==> config.mk <==
export PLATFORM = sky130hd
export DESIGN_NAME = traffic_signal_preempt_controller_flat
export DESIGN_NICKNAME = d
export VERILOG_FILES = /design/src/tsp_pkg.sv /design/src/tsp_if.sv /design/src/traffic_signal_preempt_controller.sv /design/src/tsp_cfg.sv /design/src/tsp_core.sv /design/src/flat_wrapper.sv
export SDC_FILE = /design/constraint.sdc
export NUM_CORES = 1
export LEC_CHECK = 0
export ABC_CLOCK_PERIOD_IN_PS = 21500
export BUFFER_PORTS_ARGS = -buffer_cell sky130_fd_sc_hd__buf_2
export CAP_MARGIN = 20
export CORE_AREA = 3 3 134 265
export DETAILED_ROUTE_END_ITERATION = 8
export DIE_AREA = 0 0 137 268
export GPL_TIMING_DRIVEN = 0
export PLACE_DENSITY = 0.78
export REMOVE_ABC_BUFFERS = 1
export SLEW_MARGIN = 20
export SYNTH_ARGS = -nofsm -noshare
export SYNTH_HDL_FRONTEND = slang
export SYNTH_SLANG_ARGS = --single-unit
==> constraint.sdc <==
create_clock -name clk -period 21.5 [get_ports clk]
set_clock_uncertainty 0.1 [all_clocks]
set_input_delay 0 -clock clk [delete_from_list [all_inputs] [get_ports clk]]
set_output_delay 0 -clock clk [all_outputs]
set_load 0.03 [all_outputs]
==> src/tsp_pkg.sv <==
// Shared types and constants of the traffic signal preemption controller.
package tsp_pkg;

	localparam int unsigned NUM_LANES = 3;

	// Register indexes of the configuration port
	typedef enum logic [2:0] {
		CFG_MASTER_UID   = 3'd0,
		CFG_GREEN_SEC    = 3'd1,
		CFG_HOLD_TICKS   = 3'd2,
		CFG_EXTEND_SEC   = 3'd3,
		CFG_MAX_EXT      = 3'd4,
		CFG_PREEMPT_CAP  = 3'd5,
		CFG_TICKS_PER_S  = 3'd6
	} cfg_idx_t;

	// Register reset values
	localparam logic [31:0] RST_MASTER_UID  = 32'h596E_795A;
	localparam logic [7:0]  RST_GREEN_SEC   = 8'd10;
	localparam logic [15:0] RST_HOLD_TICKS  = 16'd4000;
	localparam logic [7:0]  RST_EXTEND_SEC  = 8'd4;
	localparam logic [3:0]  RST_MAX_EXT     = 4'd3;
	localparam logic [7:0]  RST_PREEMPT_CAP = 8'd3;
	localparam logic [15:0] RST_TICKS_PER_S = 16'd1000;

	// Tag check codes
	localparam logic [1:0] TAG_NONE    = 2'd0;
	localparam logic [1:0] TAG_MATCH   = 2'd1;
	localparam logic [1:0] TAG_UNKNOWN = 2'd2;

	// Lamp patterns of one green lane
	localparam logic [2:0] LAMP_LANE1 = 3'b001;
	localparam logic [2:0] LAMP_LANE2 = 3'b010;
	localparam logic [2:0] LAMP_LANE3 = 3'b100;

	localparam logic [15:0] HOLD_MAX = 16'hFFFF;
	localparam logic [15:0] TICK_MAX = 16'hFFFF;
	localparam logic [7:0]  SEC_MAX  = 8'hFF;
	localparam logic [3:0]  EXT_MAX  = 4'hF;

	typedef struct packed {
		logic [31:0] master_uid;
		logic [7:0]  green_seconds;
		logic [15:0] hold_ticks;
		logic [7:0]  extend_seconds;
		logic [3:0]  max_extensions;
		logic [7:0]  preempt_cap;
		logic [15:0] ticks_per_second;
	} cfg_t;

	typedef struct packed {
		logic [2:0]  sensor_levels;
		logic        tag_seen;
		logic [31:0] tag_uid;
	} req_t;

	typedef struct packed {
		logic [2:0] green_lamps;
		logic [2:0] red_lamps;
		logic [1:0] active_lane;
		logic [7:0] seconds_left;
		logic [3:0] extensions_used;
		logic       preempt_active;
		logic [1:0] tag_result;
		logic       second_update;
	} rsp_t;

endpackage

==> src/tsp_if.sv <==
// Request and result channel interfaces of the signal controller.
interface tsp_req_if;
	logic        valid;
	logic        ready;
	logic [2:0]  sensor_levels;
	logic        tag_seen;
	logic [31:0] tag_uid;

	modport source (output valid, output sensor_levels, output tag_seen, output tag_uid,
		input ready);
	modport sink (input valid, input sensor_levels, input tag_seen, input tag_uid,
		output ready);
endinterface

interface tsp_rsp_if;
	logic       valid;
	logic       ready;
	logic [2:0] green_lamps;
	logic [2:0] red_lamps;
	logic [1:0] active_lane;
	logic [7:0] seconds_left;
	logic [3:0] extensions_used;
	logic       preempt_active;
	logic [1:0] tag_result;
	logic       second_update;

	modport source (output valid, output green_lamps, output red_lamps, output active_lane,
		output seconds_left, output extensions_used, output preempt_active,
		output tag_result, output second_update, input ready);
	modport sink (input valid, input green_lamps, input red_lamps, input active_lane,
		input seconds_left, input extensions_used, input preempt_active,
		input tag_result, input second_update, output ready);
endinterface

==> src/traffic_signal_preempt_controller.sv <==
// Top level of the three-lane traffic signal controller with emergency preemption.
//
//   channel   dir  protocol        payload
//   req       in   valid/ready     sensor_levels, tag_seen, tag_uid
//   rsp       out  valid/ready     lamps, active lane, seconds, extensions, preempt, tag
//   cfg       in   write enable    cfg_index, cfg_data
//
// One request per cycle while the result is not stalled; each request passes the
// input register, then the next-state logic into the result register.
// Reset puts lane 1 at the default green time with all lamps dark.
// A stalled result holds the result register; the input register still takes
// a new request while it is empty or the result register is free or being drained.
module traffic_signal_preempt_controller (
	input  logic        clk,
	input  logic        arst_n,
	tsp_req_if.sink     req,
	tsp_rsp_if.source   rsp,
	input  logic        cfg_we,
	input  logic [2:0]  cfg_index,
	input  logic [31:0] cfg_data
);

	tsp_pkg::cfg_t cfg;
	tsp_pkg::req_t req_s1;
	tsp_pkg::rsp_t rsp_s2;
	tsp_pkg::rsp_t step_rsp;
	logic          valid_s1;
	logic          valid_s2;
	logic          advance;
	logic          step_en;

	assign advance   = !valid_s2 || rsp.ready;
	assign req.ready = !valid_s1 || advance;
	assign step_en   = valid_s1 && advance;

	tsp_cfg u_cfg (
		.clk       (clk),
		.arst_n    (arst_n),
		.cfg_we    (cfg_we),
		.cfg_index (cfg_index),
		.cfg_data  (cfg_data),
		.cfg       (cfg)
	);

	tsp_core u_core (
		.clk     (clk),
		.arst_n  (arst_n),
		.step_en (step_en),
		.req     (req_s1),
		.cfg     (cfg),
		.rsp     (step_rsp)
	);

	// Capture the incoming request
	always_ff @(posedge clk or negedge arst_n) begin
		if (!arst_n) begin
			valid_s1 <= 1'b0;
		end else if (req.valid && req.ready) begin
			valid_s1 <= 1'b1;
		end else if (advance) begin
			valid_s1 <= 1'b0;
		end
	end

	always_ff @(posedge clk) begin
		if (req.valid && req.ready) begin
			req_s1.sensor_levels <= req.sensor_levels;
			req_s1.tag_seen      <= req.tag_seen;
			req_s1.tag_uid       <= req.tag_uid;
		end
	end

	// Hold the result until it is taken
	always_ff @(posedge clk or negedge arst_n) begin
		if (!arst_n) begin
			valid_s2 <= 1'b0;
		end else if (advance) begin
			valid_s2 <= valid_s1;
		end
	end

	always_ff @(posedge clk) begin
		if (step_en) begin
			rsp_s2 <= step_rsp;
		end
	end

	assign rsp.valid           = valid_s2;
	assign rsp.green_lamps     = rsp_s2.green_lamps;
	assign rsp.red_lamps       = rsp_s2.red_lamps;
	assign rsp.active_lane     = rsp_s2.active_lane;
	assign rsp.seconds_left    = rsp_s2.seconds_left;
	assign rsp.extensions_used = rsp_s2.extensions_used;
	assign rsp.preempt_active  = rsp_s2.preempt_active;
	assign rsp.tag_result      = rsp_s2.tag_result;
	assign rsp.second_update   = rsp_s2.second_update;

endmodule

==> src/tsp_cfg.sv <==
// Configuration register file of the signal controller.
module tsp_cfg (
	input  logic               clk,
	input  logic               arst_n,
	input  logic               cfg_we,
	input  logic [2:0]         cfg_index,
	input  logic [31:0]        cfg_data,
	output tsp_pkg::cfg_t      cfg
);

	tsp_pkg::cfg_t cfg_q;

	// Write one register; ignore unused indexes
	always_ff @(posedge clk or negedge arst_n) begin
		if (!arst_n) begin
			cfg_q.master_uid       <= tsp_pkg::RST_MASTER_UID;
			cfg_q.green_seconds    <= tsp_pkg::RST_GREEN_SEC;
			cfg_q.hold_ticks       <= tsp_pkg::RST_HOLD_TICKS;
			cfg_q.extend_seconds   <= tsp_pkg::RST_EXTEND_SEC;
			cfg_q.max_extensions   <= tsp_pkg::RST_MAX_EXT;
			cfg_q.preempt_cap      <= tsp_pkg::RST_PREEMPT_CAP;
			cfg_q.ticks_per_second <= tsp_pkg::RST_TICKS_PER_S;
		end else if (cfg_we) begin
			case (tsp_pkg::cfg_idx_t'(cfg_index))
				tsp_pkg::CFG_MASTER_UID:  cfg_q.master_uid       <= cfg_data;
				tsp_pkg::CFG_GREEN_SEC:   cfg_q.green_seconds    <= cfg_data[7:0];
				tsp_pkg::CFG_HOLD_TICKS:  cfg_q.hold_ticks       <= cfg_data[15:0];
				tsp_pkg::CFG_EXTEND_SEC:  cfg_q.extend_seconds   <= cfg_data[7:0];
				tsp_pkg::CFG_MAX_EXT:     cfg_q.max_extensions   <= cfg_data[3:0];
				tsp_pkg::CFG_PREEMPT_CAP: cfg_q.preempt_cap      <= cfg_data[7:0];
				tsp_pkg::CFG_TICKS_PER_S: cfg_q.ticks_per_second <= cfg_data[15:0];
				default: ;
			endcase
		end
	end

	assign cfg = cfg_q;

endmodule

==> src/tsp_core.sv <==
// Sequencer state and the per-tick next-state and result logic.
module tsp_core (
	input  logic          clk,
	input  logic          arst_n,
	input  logic          step_en,
	input  tsp_pkg::req_t req,
	input  tsp_pkg::cfg_t cfg,
	output tsp_pkg::rsp_t rsp
);

	logic [7:0]  secs_q    [tsp_pkg::NUM_LANES];
	logic [15:0] elapsed_q [tsp_pkg::NUM_LANES];
	logic [2:0]  armed_q;
	logic [2:0]  granted_q;
	logic [15:0] tick_q;
	logic [3:0]  ext_q;
	logic        pend_q;
	logic        latch_q;
	logic [2:0]  lamp_q;
	logic        lit_q;

	logic [7:0]  secs_d    [tsp_pkg::NUM_LANES];
	logic [15:0] elapsed_d [tsp_pkg::NUM_LANES];
	logic [2:0]  armed_d;
	logic [2:0]  granted_d;
	logic [15:0] tick_d;
	logic [3:0]  ext_d;
	logic        pend_d;
	logic        latch_d;
	logic [2:0]  lamp_d;
	logic        lit_d;
	logic [1:0]  tag_res;
	logic        upd;

	// Advance the sequencer by one tick
	always_comb begin
		logic [8:0] sum;
		logic [1:0] active;
		logic [7:0] left;

		for (int i = 0; i < tsp_pkg::NUM_LANES; i++) begin
			secs_d[i] = secs_q[i];
			elapsed_d[i] = (elapsed_q[i] != tsp_pkg::HOLD_MAX) ? elapsed_q[i] + 16'd1
				: elapsed_q[i];
		end
		armed_d   = armed_q;
		granted_d = granted_q;
		ext_d     = ext_q;
		pend_d    = pend_q;
		latch_d   = latch_q;
		lamp_d    = lamp_q;
		lit_d     = lit_q;
		tag_res   = tsp_pkg::TAG_NONE;
		upd       = 1'b0;
		sum       = '0;
		active    = '0;
		left      = '0;

		// Check the tag; a fresh match starts preemption
		if (req.tag_seen) begin
			if (req.tag_uid == cfg.master_uid) begin
				tag_res = tsp_pkg::TAG_MATCH;
				if (!latch_q) begin
					pend_d = 1'b1;
					elapsed_d[1] = tsp_pkg::HOLD_MAX;
					elapsed_d[2] = tsp_pkg::HOLD_MAX;
				end
				latch_d = 1'b1;
			end else begin
				tag_res = tsp_pkg::TAG_UNKNOWN;
			end
		end

		// Occupancy holds, lanes in order
		for (int i = 0; i < tsp_pkg::NUM_LANES; i++) begin
			if (ext_d < cfg.max_extensions || latch_d) begin
				if (!req.sensor_levels[i] && secs_d[i] != 8'd0) begin
					if (!armed_d[i]) begin
						elapsed_d[i] = '0;
						armed_d[i] = 1'b1;
					end
					if (elapsed_d[i] >= cfg.hold_ticks) begin
						if (!granted_d[i]) begin
							sum = {1'b0, secs_d[i]} + {1'b0, cfg.extend_seconds};
							secs_d[i] = sum[8] ? tsp_pkg::SEC_MAX : sum[7:0];
							if (ext_d != tsp_pkg::EXT_MAX) begin
								ext_d = ext_d + 4'd1;
							end
							granted_d[i] = 1'b1;
							armed_d[i] = 1'b0;
						end
					end else begin
						granted_d[i] = 1'b0;
					end
				end else begin
					armed_d[i] = 1'b0;
				end
			end
		end

		// Count ticks toward the next second
		tick_d = (tick_q != tsp_pkg::TICK_MAX) ? tick_q + 16'd1 : tick_q;
		if (tick_d >= cfg.ticks_per_second) begin
			tick_d = '0;
			upd = 1'b1;

			// Lane 1
			if (secs_d[0] != 8'd0) begin
				lamp_d = tsp_pkg::LAMP_LANE1;
				lit_d = 1'b1;
				secs_d[0] = secs_d[0] - 8'd1;
				if (secs_d[0] == 8'd0) begin
					latch_d = 1'b0;
					secs_d[1] = cfg.green_seconds;
					ext_d = '0;
				end
			end
			// Lane 2, capped under preemption
			if (secs_d[1] != 8'd0) begin
				lamp_d = tsp_pkg::LAMP_LANE2;
				lit_d = 1'b1;
				secs_d[1] = secs_d[1] - 8'd1;
				if (pend_d && secs_d[1] > cfg.preempt_cap) begin
					secs_d[1] = cfg.preempt_cap;
					pend_d = 1'b0;
				end
				if (secs_d[1] == 8'd0) begin
					ext_d = '0;
					if (latch_d) begin
						secs_d[0] = cfg.green_seconds;
					end else begin
						secs_d[2] = cfg.green_seconds;
					end
				end
			end
			// Lane 3, capped under preemption
			if (secs_d[2] != 8'd0) begin
				lamp_d = tsp_pkg::LAMP_LANE3;
				lit_d = 1'b1;
				secs_d[2] = secs_d[2] - 8'd1;
				if (pend_d && secs_d[2] > cfg.preempt_cap) begin
					secs_d[2] = cfg.preempt_cap;
					pend_d = 1'b0;
				end
				if (secs_d[2] == 8'd0) begin
					ext_d = '0;
					secs_d[0] = cfg.green_seconds;
				end
			end
		end

		// Decode the lit lane
		case (lamp_d)
			tsp_pkg::LAMP_LANE1: begin
				active = 2'd1;
				left = secs_d[0];
			end
			tsp_pkg::LAMP_LANE2: begin
				active = 2'd2;
				left = secs_d[1];
			end
			tsp_pkg::LAMP_LANE3: begin
				active = 2'd3;
				left = secs_d[2];
			end
			default: begin
				active = 2'd0;
				left = 8'd0;
			end
		endcase

		rsp.green_lamps     = lamp_d;
		rsp.red_lamps       = lit_d ? ~lamp_d : 3'b000;
		rsp.active_lane     = active;
		rsp.seconds_left    = left;
		rsp.extensions_used = ext_d;
		rsp.preempt_active  = latch_d;
		rsp.tag_result      = tag_res;
		rsp.second_update   = upd;
	end

	// Hold state between ticks
	always_ff @(posedge clk or negedge arst_n) begin
		if (!arst_n) begin
			secs_q[0] <= tsp_pkg::RST_GREEN_SEC;
			secs_q[1] <= '0;
			secs_q[2] <= '0;
			for (int i = 0; i < tsp_pkg::NUM_LANES; i++) begin
				elapsed_q[i] <= '0;
			end
			armed_q   <= '0;
			granted_q <= '0;
			tick_q    <= '0;
			ext_q     <= '0;
			pend_q    <= 1'b0;
			latch_q   <= 1'b0;
			lamp_q    <= '0;
			lit_q     <= 1'b0;
		end else if (step_en) begin
			for (int i = 0; i < tsp_pkg::NUM_LANES; i++) begin
				secs_q[i]    <= secs_d[i];
				elapsed_q[i] <= elapsed_d[i];
			end
			armed_q   <= armed_d;
			granted_q <= granted_d;
			tick_q    <= tick_d;
			ext_q     <= ext_d;
			pend_q    <= pend_d;
			latch_q   <= latch_d;
			lamp_q    <= lamp_d;
			lit_q     <= lit_d;
		end
	end

	// At most one green lamp at any time
	assert property (@(posedge clk) disable iff (!arst_n) $onehot0(lamp_q))
		else $error("more than one green lamp lit");

	// No green lamp before the lamps are first lit
	assert property (@(posedge clk) disable iff (!arst_n) !lit_q |-> lamp_q == 3'b000)
		else $error("green lamp set while lamps unlit");

	// A second update restarts the tick count
	assert property (@(posedge clk) disable iff (!arst_n)
		step_en && upd |=> tick_q == 16'd0)
		else $error("tick count not cleared after second update");

	// State holds when no request is processed
	assert property (@(posedge clk) disable iff (!arst_n)
		!step_en |=> $stable(tick_q) && $stable(lamp_q) && $stable(ext_q))
		else $error("state changed without a request");

endmodule
==> src/flat_wrapper.sv <==
// flat-port wrapper written by rule: the top's interface ports become plain ports
module traffic_signal_preempt_controller_flat 
  (clk, arst_n, cfg_we, cfg_index, cfg_data, req_valid, req_sensor_levels, req_tag_seen, req_tag_uid, req_ready, rsp_valid, rsp_green_lamps, rsp_red_lamps, rsp_active_lane, rsp_seconds_left, rsp_extensions_used, rsp_preempt_active, rsp_tag_result, rsp_second_update, rsp_ready);
  tsp_req_if req_i ();
  tsp_rsp_if rsp_i ();
  input  logic clk;
  input  logic arst_n;
  input  logic cfg_we;
  input  logic [2:0] cfg_index;
  input  logic [31:0] cfg_data;
  input wire logic [$bits(req_i.valid)-1:0] req_valid;
  input wire logic [$bits(req_i.sensor_levels)-1:0] req_sensor_levels;
  input wire logic [$bits(req_i.tag_seen)-1:0] req_tag_seen;
  input wire logic [$bits(req_i.tag_uid)-1:0] req_tag_uid;
  output wire logic [$bits(req_i.ready)-1:0] req_ready;
  output wire logic [$bits(rsp_i.valid)-1:0] rsp_valid;
  output wire logic [$bits(rsp_i.green_lamps)-1:0] rsp_green_lamps;
  output wire logic [$bits(rsp_i.red_lamps)-1:0] rsp_red_lamps;
  output wire logic [$bits(rsp_i.active_lane)-1:0] rsp_active_lane;
  output wire logic [$bits(rsp_i.seconds_left)-1:0] rsp_seconds_left;
  output wire logic [$bits(rsp_i.extensions_used)-1:0] rsp_extensions_used;
  output wire logic [$bits(rsp_i.preempt_active)-1:0] rsp_preempt_active;
  output wire logic [$bits(rsp_i.tag_result)-1:0] rsp_tag_result;
  output wire logic [$bits(rsp_i.second_update)-1:0] rsp_second_update;
  input wire logic [$bits(rsp_i.ready)-1:0] rsp_ready;
  assign req_i.valid = req_valid;
  assign req_i.sensor_levels = req_sensor_levels;
  assign req_i.tag_seen = req_tag_seen;
  assign req_i.tag_uid = req_tag_uid;
  assign req_ready = req_i.ready;
  assign rsp_valid = rsp_i.valid;
  assign rsp_green_lamps = rsp_i.green_lamps;
  assign rsp_red_lamps = rsp_i.red_lamps;
  assign rsp_active_lane = rsp_i.active_lane;
  assign rsp_seconds_left = rsp_i.seconds_left;
  assign rsp_extensions_used = rsp_i.extensions_used;
  assign rsp_preempt_active = rsp_i.preempt_active;
  assign rsp_tag_result = rsp_i.tag_result;
  assign rsp_second_update = rsp_i.second_update;
  assign rsp_i.ready = rsp_ready;
  traffic_signal_preempt_controller u_core (.clk(clk), .arst_n(arst_n), .req(req_i), .rsp(rsp_i), .cfg_we(cfg_we), .cfg_index(cfg_index), .cfg_data(cfg_data));
endmodule
Yosys cells after proc, flatten, opt, wreduce, memory -nomap -nowiden --
Index checks and enable logic that the tools add are counted.
Storage, ports and cells: word-level logic and storage cells 239, bits of input ports 76, bits in registers 258
Cells by class: bitwise logic cells 1, add/sub/neg operators 13, equal/unequal tests 17, $lt $le $gt $ge 9, muxes and demuxes 120, reduce and logical (&&, ||, !) cells 41
Operators with widths (number):
- 16-bit 2-to-1 mux | 22
- 8-bit 2-to-1 mux | 29
- 32-bit 2-to-1 mux | 3
- 4-bit 2-to-1 mux | 22
- 24-bit 2-to-1 mux | 3
- 16-bit by 1-bit adder with 16-bit output, second input constant | 4
- 16-bit greater-or-equal comparator | 4
- 16-bit inequality test, second input constant | 4
- 8-bit nonzero test | 6
- 1-bit 2-to-1 mux | 34
- 32-bit equality test | 1
- 8-bit by 8-bit adder with 9-bit output | 3
- 8-bit logical NOT | 3
- 8-bit one-hot mux with 3 select lines | 1
- 8-bit by 1-bit subtractor with 8-bit output, second input constant | 3
- 2-bit AND reduction | 10
- 8-bit greater-than comparator | 2
- 4-bit by 1-bit adder with 4-bit output, second input constant | 3
- 3-bit equality test, second input constant | 4
- 4-bit less-than comparator | 3
- 3-bit 2-to-1 mux | 4
- 4-bit inequality test, second input constant | 3
- 3-bit by 2-bit equality test with 1-bit output, second input constant | 3
- 3-bit AND reduction | 3
- 9 further kinds | 24

Longest topological paths before layout --
Gate-level depths: netlist of the first run.
word-level depth 40, depth in mapped cells 79, depth with buffers taken out 71

Hierarchy --
From an unflattened synthesis of the first run, not the netlist that was laid out.
Unflattened totals: cell total of the unflattened synthesis 1933, area, all modules 18126.1 um2
Modules (own cells, without submodules):
- tsp_core | sequential area each 2605.0 um2, area an instance 12659.6 um2, instances 1, cells each 1663
- tsp_cfg | sequential area each 2348.5 um2, area an instance 3560.9 um2, instances 1, cells each 202
- traffic_signal_preempt_controller | sequential area each 1851.8 um2, area an instance 1905.6 um2, instances 1, cells each 68

Worst setup path before layout of the first run --
Ideal clock, no wire load.
path kind flip-flop to flip-flop, start register u_core.u_core.elapsed_q[37] (netlist bit), end register u_core.rsp_s2 (netlist bit u_core.rsp.seconds_left[0]), data pin, buffers on the path 8, arrival 13.356 ns, path slack 7.779 ns, period minus slack after synthesis 13.721 ns, stages on the path, launching flop included 75, cell sequence dfrtp_1 and3_1 nand2_1 nor2_1 and3_1 clkbuf_1 nand4_1 or2_2 clkbuf_1 and2_1 nand3_1 nor2_1 xor2_1 and2_1 ha_1 nand2_1 or3_1 o41a_1 [... 39 more ...] nor2b_1 o21a_1 o21ai_0 nand2b_1 a21oi_1 nor2_1 a211oi_1 a21oi_1 nor2b_1 o31ai_1 nand2_1 nor4_1 mux2i_1 o21ai_0 a41oi_2 a21oi_1 nor3_1 or3_1
RTL lines:
- start: declaration | line tsp_core.sv:12 | logic [15:0] elapsed_q [tsp_pkg::NUM_LANES];
- start signal: indexed assignment | line tsp_core.sv:202 | elapsed_q[i] <= elapsed_d[i];
- end signal: assignment | line traffic_signal_preempt_controller.sv:84 | rsp_s2 <= step_rsp;
- end: declaration | line traffic_signal_preempt_controller.sv:25 | tsp_pkg::rsp_t rsp_s2;

==> impl_metrics.ini, run 1 <==
[outcome]
status = complete, no violations

[clock_network]
htree_num_levels = 1
clkLatencyLatePin_ps = 550
clockBufferDepth = 3
clock-root-buffer = clkbuf_16
post-cts-setup-buffer-count = 0
clock-sinks = 258
numCtsBuffers = 25
clk_pin_slew_ps = 70
tritoncts = built
cts_resized = 0

[hold_path]
min_path_type = in2reg
min_from = req_tag_uid[15]
min_path_cells = 2

[global_route]
grt_use_total_pct = 32.9
gr-total-overflow = 0
grt_pass1_vias = 16800
antenna_found_initial = 1
grt_max_degree = 103
grt_pass1_wl_um = 92400

[timing]
fin_tns_setup_ps = 0
report.final.slew_viol_count = 0
hold_ws_ps = 61.0
hold_viol = 0
rsz0062_at_grt = no
relSlewSlack_pct = 24.5
worstMarginPinSlew_ps = 1130
setup_viol = 0
finalCritPeriodShare_pct = 84.6
fmax_mhz = 55.0
setup_ws_ps = 3310
min_period_ps = 18190

[synthesis]
ys_seq_area_share_pct = 37.7
async_reset_ff_share_pct = 76.7
synth_most_common_cell = nand2_1
yosys-top-cells-count = nand2_1, nor2_1, o21ai_0
synth_top_area_cell = dfrtp_1
synth_top_cell_area_share_pct = 22.1
ys_ff_latch = 258
netlist_area_mm2 = 0.0180
yosys-top-cells-area = dfrtp_1, edfxtp_1, ha_1
netlist_instances = 1993
yosys_warnings = 0
synth_cell_types = 95
synth_edf_count = 60
avgSynthCellArea_um2 = 9.05
ys_dominant_reg_cell = dfrtp_1

[cells_and_area]
fillCellCount = 2818
drive_gt1_share_pct = 15.7
fin_util_pct = 62.1
fin_nets = 2374
area_growth_pct = 16.4

[die]
rows = 95
ios = 102
die-area_mm2 = 0.0367
start_util_pct = 53.4
die-width_um = 137
core_region_area_mm2 = 0.0338
fp.dieH_um = 268

[power]
pwr-share-comb_pct = 46.4
power_frac_clock_pct = 21.0
p_seq_share_pct = 32.7
swShare_pct = 42.8
intPower_w = 0.00125
power.switching_w = 0.000931
vdd_ir_drop_max_mv = 0.0797
cellPowerDensity_mw_per_mm2 = 104
p_leak_nw = 8.96

[detailed_routing]
remaining_drc_errors = 0
drt-pass1-iter-count = 7
drt-vias-per-instance = 6.27
wl_per_cell_um = 23.1
postRouteAntennaNets = 0
wl_um = 60700
drt_iter0_markers = 1236
route.vias.total = 16400

[worst_setup_path]
end_kind = register
startpoint = u_core.u_core.elapsed_q[37]$_DFFE_PN0P_
slowest_stage = a2111oi_0
arrival_ps = 18360
worst_ep_required_time_ps = 21670
crit_top_cell = ha_1
reg2reg_depth = 67
path_max_fanout = 18
rr_startpoint = u_core.u_core.elapsed_q[37]$_DFFE_PN0P_
crit_path_start_kind = register
critPathMaxStageDelay_ps = 750
criticalPathCategory = reg2reg

[placed_design]
hpwl_um = 44700
io_buffers = 101
dp_slack_ps = 3690
gp_congestion = 1.02

[flow_run]
cap_violations = 0
## metrics by stage
| stage | cells | area [µm²] | power (W) |
|---|---|---|---|
| floorplan | 1917 | 17700 | 0.00135 |
| global placement | 2454 | 18800 | 0.00164 |
| detailed placement | 2470 | 19100 | 0.00168 |
| CTS | 2622 | 21000 | 0.00216 |
| global route | 2625 | 21000 | 0.00230 |
| finish | 2625 | 21000 | 0.00218 |
## cell type report
type	count	area (µm²)	share of cell area (%)
sequential	258	6810	32.4
timing repair buffer	225	1840	8.77
clock inverter	15	163	0.775
tap	436	546	2.60
clock buffer	31	658	3.14
antenna	1	2.50	0.0119
multi-input combinational	1569	10600	50.6
inverter	90	343	1.63
## sequential cells by signal, summed over array words and instances, names as in the netlist
signal                      cells
u_core.u_core.pend_q            1
u_core.rsp.active_lane          2
u_core.u_core.tick_q           16
u_core.req_s1                  36
u_core.u_core.lit_q             1
u_core.rsp.extensions_used      4
u_core.u_core.elapsed_q        48
u_core.u_core.armed_q           3
u_core.u_core.secs_q           24
u_core.rsp.tag_result           2
u_core.valid_s1                 1
u_core.rsp.seconds_left         8
u_core.rsp.red_lamps            3
u_core.u_cfg.cfg               92
u_core.rsp.valid                1
u_core.u_core.granted_q         3
u_core.u_core.ext_q             4
u_core.rsp.green_lamps          3
u_core.rsp.second_update        1
u_core.u_core.lamp_q            3
u_core.rsp.preempt_active       1
u_core.u_core.latch_q           1
## cell families after synthesis
kind of cell	count (synthesis)	share of synthesized area [%]
multiplexers	120	7.33
XOR/XNOR	108	5.25
AO/OA/AOI/OAI	520	18.3
buffers and inverters	166	3.70
flip-flops	258	37.7
adder cells (fa/ha/maj)	129	9.08
AND/OR/NAND/NOR	692	18.6
## path summary, 6_finish.rpt
path | end | slack (ps)
setup / recovery | u_core.rsp.seconds_left[2]$_DFFE_PP_ | 3310
hold / removal | u_core.req_s1[15]$_DFFE_PP_ | 60
setup reg to reg | u_core.rsp.seconds_left[2]$_DFFE_PP_ | 3310
hold reg to reg | u_core.u_core.lit_q$_DFFE_PN0P_ | 360
max in group asynchronous | u_core.u_cfg.cfg[91]$_DFFE_PN0P_ | 19720
min in group asynchronous | u_core.u_core.lamp_q[0]$_DFFE_PN0P_ | 470
## layout by cell type, fill, tap and decap left out, drive strengths merged, types with 31 or more instances in the layout
cell	n
and2	31
nand2	211
dfstp	39
nor3	37
mux2	93
a21oi	111
dfrtp	159
nand4	35
ha	126
clkbuf	32
edfxtp	60
nand3	50
nor2	181
o21ai	184
buf	118
dlygate4sd3	106
xnor2	84
inv	95
## power groups by stage
| stage | registers (W) | clock network, W | logic (W) |
|---|---|---|---|
| finish | 0.000711 | 0.000457 | 0.00101 |
| global route | 0.000718 | 0.000482 | 0.00110 |
| CTS | 0.000705 | 0.000464 | 0.000990 |
| detailed placement | 0.000713 | 0 | 0.000963 |
| global placement | 0.000710 | 0 | 0.000929 |
| floorplan | 0.000686 | 0 | 0.000667 |
## critical path: cells and delay by family, from the launching register on
family	cells	cell delay, ps
DFF	1	460
xor gates and xnor gates	2	290
and+or+nand+nor	24	5310
AOI/OAI and AO/OA	26	7940
buffers and inverters	4	490
adders and majority gates	6	1870
muxes	5	1440
## routing by layer
| layer | share of wire, % | wire length, µm | vias to the layer above | global-route usage (%) |
|---|---|---|---|---|
| li1 | - | - | 7559 | - |
| met1 | 32 | 19400 | 7901 | 31.0 |
| met2 | 52 | 31800 | 694 | 60.8 |
| met3 | 4.6 | 2800 | 292 | 4.20 |
| met4 | 11 | 6600 | 0 | 28.2 |
| met5 | 0 | 0 | - | 0 |
## repair_timing
action / in CTS / in global routing
endpoints found under the hold margin: 339 / 0
hold buffers: 106 / 0
setup endpoints to repair: 0 / 0
Power figures use the tool's default switching activity.
==> run 2, diff against run 1 <==
--- a/config.mk
+++ b/config.mk
@@ -5,14 +5,15 @@
 export SDC_FILE = /design/constraint.sdc
 export NUM_CORES = 1
 export LEC_CHECK = 0
-export ABC_CLOCK_PERIOD_IN_PS = 21500
+export ABC_AREA = 1
+export ABC_CLOCK_PERIOD_IN_PS = 16000
 export BUFFER_PORTS_ARGS = -buffer_cell sky130_fd_sc_hd__buf_2
 export CAP_MARGIN = 20
-export CORE_AREA = 3 3 134 265
+export CORE_AREA = 3 3 136 269
 export DETAILED_ROUTE_END_ITERATION = 8
-export DIE_AREA = 0 0 137 268
+export DIE_AREA = 0 0 139 272
 export GPL_TIMING_DRIVEN = 0
-export PLACE_DENSITY = 0.78
+export PLACE_DENSITY = 0.81
 export REMOVE_ABC_BUFFERS = 1
 export SLEW_MARGIN = 20
 export SYNTH_ARGS = -nofsm -noshare
==> constraint.sdc (replaced) <==
create_clock -name clk -period 16 [get_ports clk]
set_clock_uncertainty 0.1 [all_clocks]
set_input_delay 0 -clock clk [delete_from_list [all_inputs] [get_ports clk]]
set_output_delay 0 -clock clk [all_outputs]
set_load 0.03 [all_outputs]
==> run 2 against run 1 <==
Against the previous run:
- sequential power rose by 40%
- via count rose by 9.6%
- core utilization fell by 0.36 points
- total power rose by 91%
- maximum frequency rose by 43%
- combinational power rose to 2.5 times the previous value
- cell count rose by 21%
- synthesized cell count rose by 28%
- sequential share of layout area fell by 0.60 points
==> impl_metrics.ini, run 2 <==
[synthesis]
synth_most_common_cell = nand2_1
yosys-top-cells-area = dfrtp_1, nand2_1, edfxtp_1
async_reset_ff_share_pct = 76.7
ys_seq_area_share_pct = 36.5
netlist_area_mm2 = 0.0186
ys_ff_latch = 258
yosys-top-cells-count = nand2_1, inv_1, o21ai_0
synth_cell_types = 64
synth_top_area_cell = dfrtp_1
synth_top_cell_area_share_pct = 21.4
netlist_instances = 2553
yosys_warnings = 0
ys_dominant_reg_cell = dfrtp_1
avgSynthCellArea_um2 = 7.30
synth_edf_count = 60

[timing]
setup_viol = 0
setup_ws_ps = 3290
finalCritPeriodShare_pct = 79.4
report.final.slew_viol_count = 0
rsz0062_at_grt = no
worstMarginPinSlew_ps = 955
hold_viol = 0
min_period_ps = 12710
fin_tns_setup_ps = 0
relSlewSlack_pct = 36.2
fmax_mhz = 78.7

[hold_path]
min_from = req_tag_uid[11]
min_path_type = in2reg

[placed_design]
dp_slack_ps = 3240
io_buffers = 101
dp.cells = 3032
gp_congestion = 0.989
hpwl_um = 41300
placed_cell_area_mm2 = 0.0196

[clock_network]
clock-sinks = 258
numCtsBuffers = 26
htree_num_levels = 1
clock-root-buffer = clkbuf_16
cts_resized = 0
tritoncts = built
clk_pin_slew_ps = 70
clockBufferDepth = 3
clkLatencyLatePin_ps = 580
post-cts-setup-buffer-count = 0

[global_route]
grt_pass1_vias = 18100
grt_pass1_wl_um = 91100
grt_max_degree = 87
grt_use_total_pct = 29.7
antenna_found_initial = 0
gr-total-overflow = 0

[cells_and_area]
fin_nets = 2914
final_cell_mix = nand2_1, inv_1, o21ai_0, nor2_1, dfrtp_1
n_antenna_cell = 0
area_growth_pct = 14.7
largest_reg_flops = 92
fin_cells = 3170
fin_area_mm2 = 0.0214
drive_gt1_share_pct = 11.6
final_common_cell = nand2_1
fin_util_pct = 61.8

[die]
fp.dieH_um = 272
ios = 102
start_util_pct = 53.9
die-area_mm2 = 0.0378
core_region_area_mm2 = 0.0346
die-width_um = 139
rows = 96

[detailed_routing]
wl_met1_um = 19400
route.met3.wl_um = 2500
drt-pass1-iter-count = 7
wl_met2_um = 30400
route.vias.total = 18000
top_layer = met4
remaining_drc_errors = 0
wl_per_cell_um = 18.1
drt_iter0_markers = 1248
drt-vias-per-instance = 5.69
wl_um = 57400
postRouteAntennaNets = 0

[worst_setup_path]
end_kind = register
slowest_stage = nor2_2
worst_ep_required_time_ps = 16190
startpoint = u_core.u_cfg.cfg[71]$_DFFE_PN1P_
critPathMaxStageDelay_ps = 740
cp_num_buf_inv = 8
crit_family = simple AND/OR/NAND/NOR gates
arrival_ps = 12900
rr_startpoint = u_core.u_cfg.cfg[71]$_DFFE_PN1P_
criticalPathCategory = reg2reg
crit_path_start_kind = register
path_max_fanout = 20
r2r_slack_ps = 3290
crit_top_cell = nand2_1

[power]
cellPowerDensity_mw_per_mm2 = 195
vdd_ir_drop_max_mv = 0.228
p_leak_nw = 10.4

[flow_run]
cap_violations = 0

[outcome]
status = complete, no violations
## run 2: final timing paths
check / endpoint / cells after the start
max: u_core.rsp.extensions_used[3]$_DFFE_PP_ / 66
min: u_core.req_s1[11]$_DFFE_PP_ / 2
max reg2reg: u_core.rsp.extensions_used[3]$_DFFE_PP_ / 66
min reg2reg: u_core.u_cfg.cfg[40]$_DFFE_PN0P_ / 2
max in group asynchronous: u_core.u_cfg.cfg[17]$_DFFE_PN1P_ / 5
min in group asynchronous: u_core.u_core.secs_q[17]$_DFFE_PN1P_ / 3
## run 2: repair_timing
item / 4_1_cts / 5_1_grt
endpoints found under the setup margin: 0 / 0
endpoints found under the hold margin: 273 / 0
hold buffers: 89 / 0
## run 2: final cells by class
class	instances	area, µm²
fill	2985	13200
multi-input combinational	1883	10300
sequential	258	6810
timing repair buffer	198	1600
inverter	342	1290
clock buffer	31	669
tap	441	552
clock inverter	17	178
## run 2: metrics by stage
step	power (W)	hold slack [ps]
floorplan	0.00280	-396
global placement	0.00338	76.8
detailed placement	0.00347	-169
CTS	0.00412	10.1
global route	0.00450	34.0
finish	0.00417	35.8
## run 2: power by group
| group | leakage [nW] | switching, W | internal, W |
|---|---|---|---|
| registers | 3.07 | 0.000134 | 0.000860 |
| logic | 6.89 | 0.00176 | 0.000793 |
| clock network | 0.405 | 0.000283 | 0.000336 |
## run 2: cells by family after synthesis
group / after synthesis / synth area share (%)
buffers and inverters: 412 / 8.51
AOI/OAI and AO/OA: 461 / 13.4
xor gates and xnor gates: 60 / 2.82
muxes: 10 / 0.591
and+or+nand+nor: 1223 / 29.4
DFF: 258 / 36.5
adders and majority gates: 129 / 8.78
## run 2: metal layers
layer  global-route usage, %  vias up
met4                    21.6        0
met3                    2.86      253
met2                    56.0      681
li1                        -     8694
met5                       0        -
met1                    29.9     8397
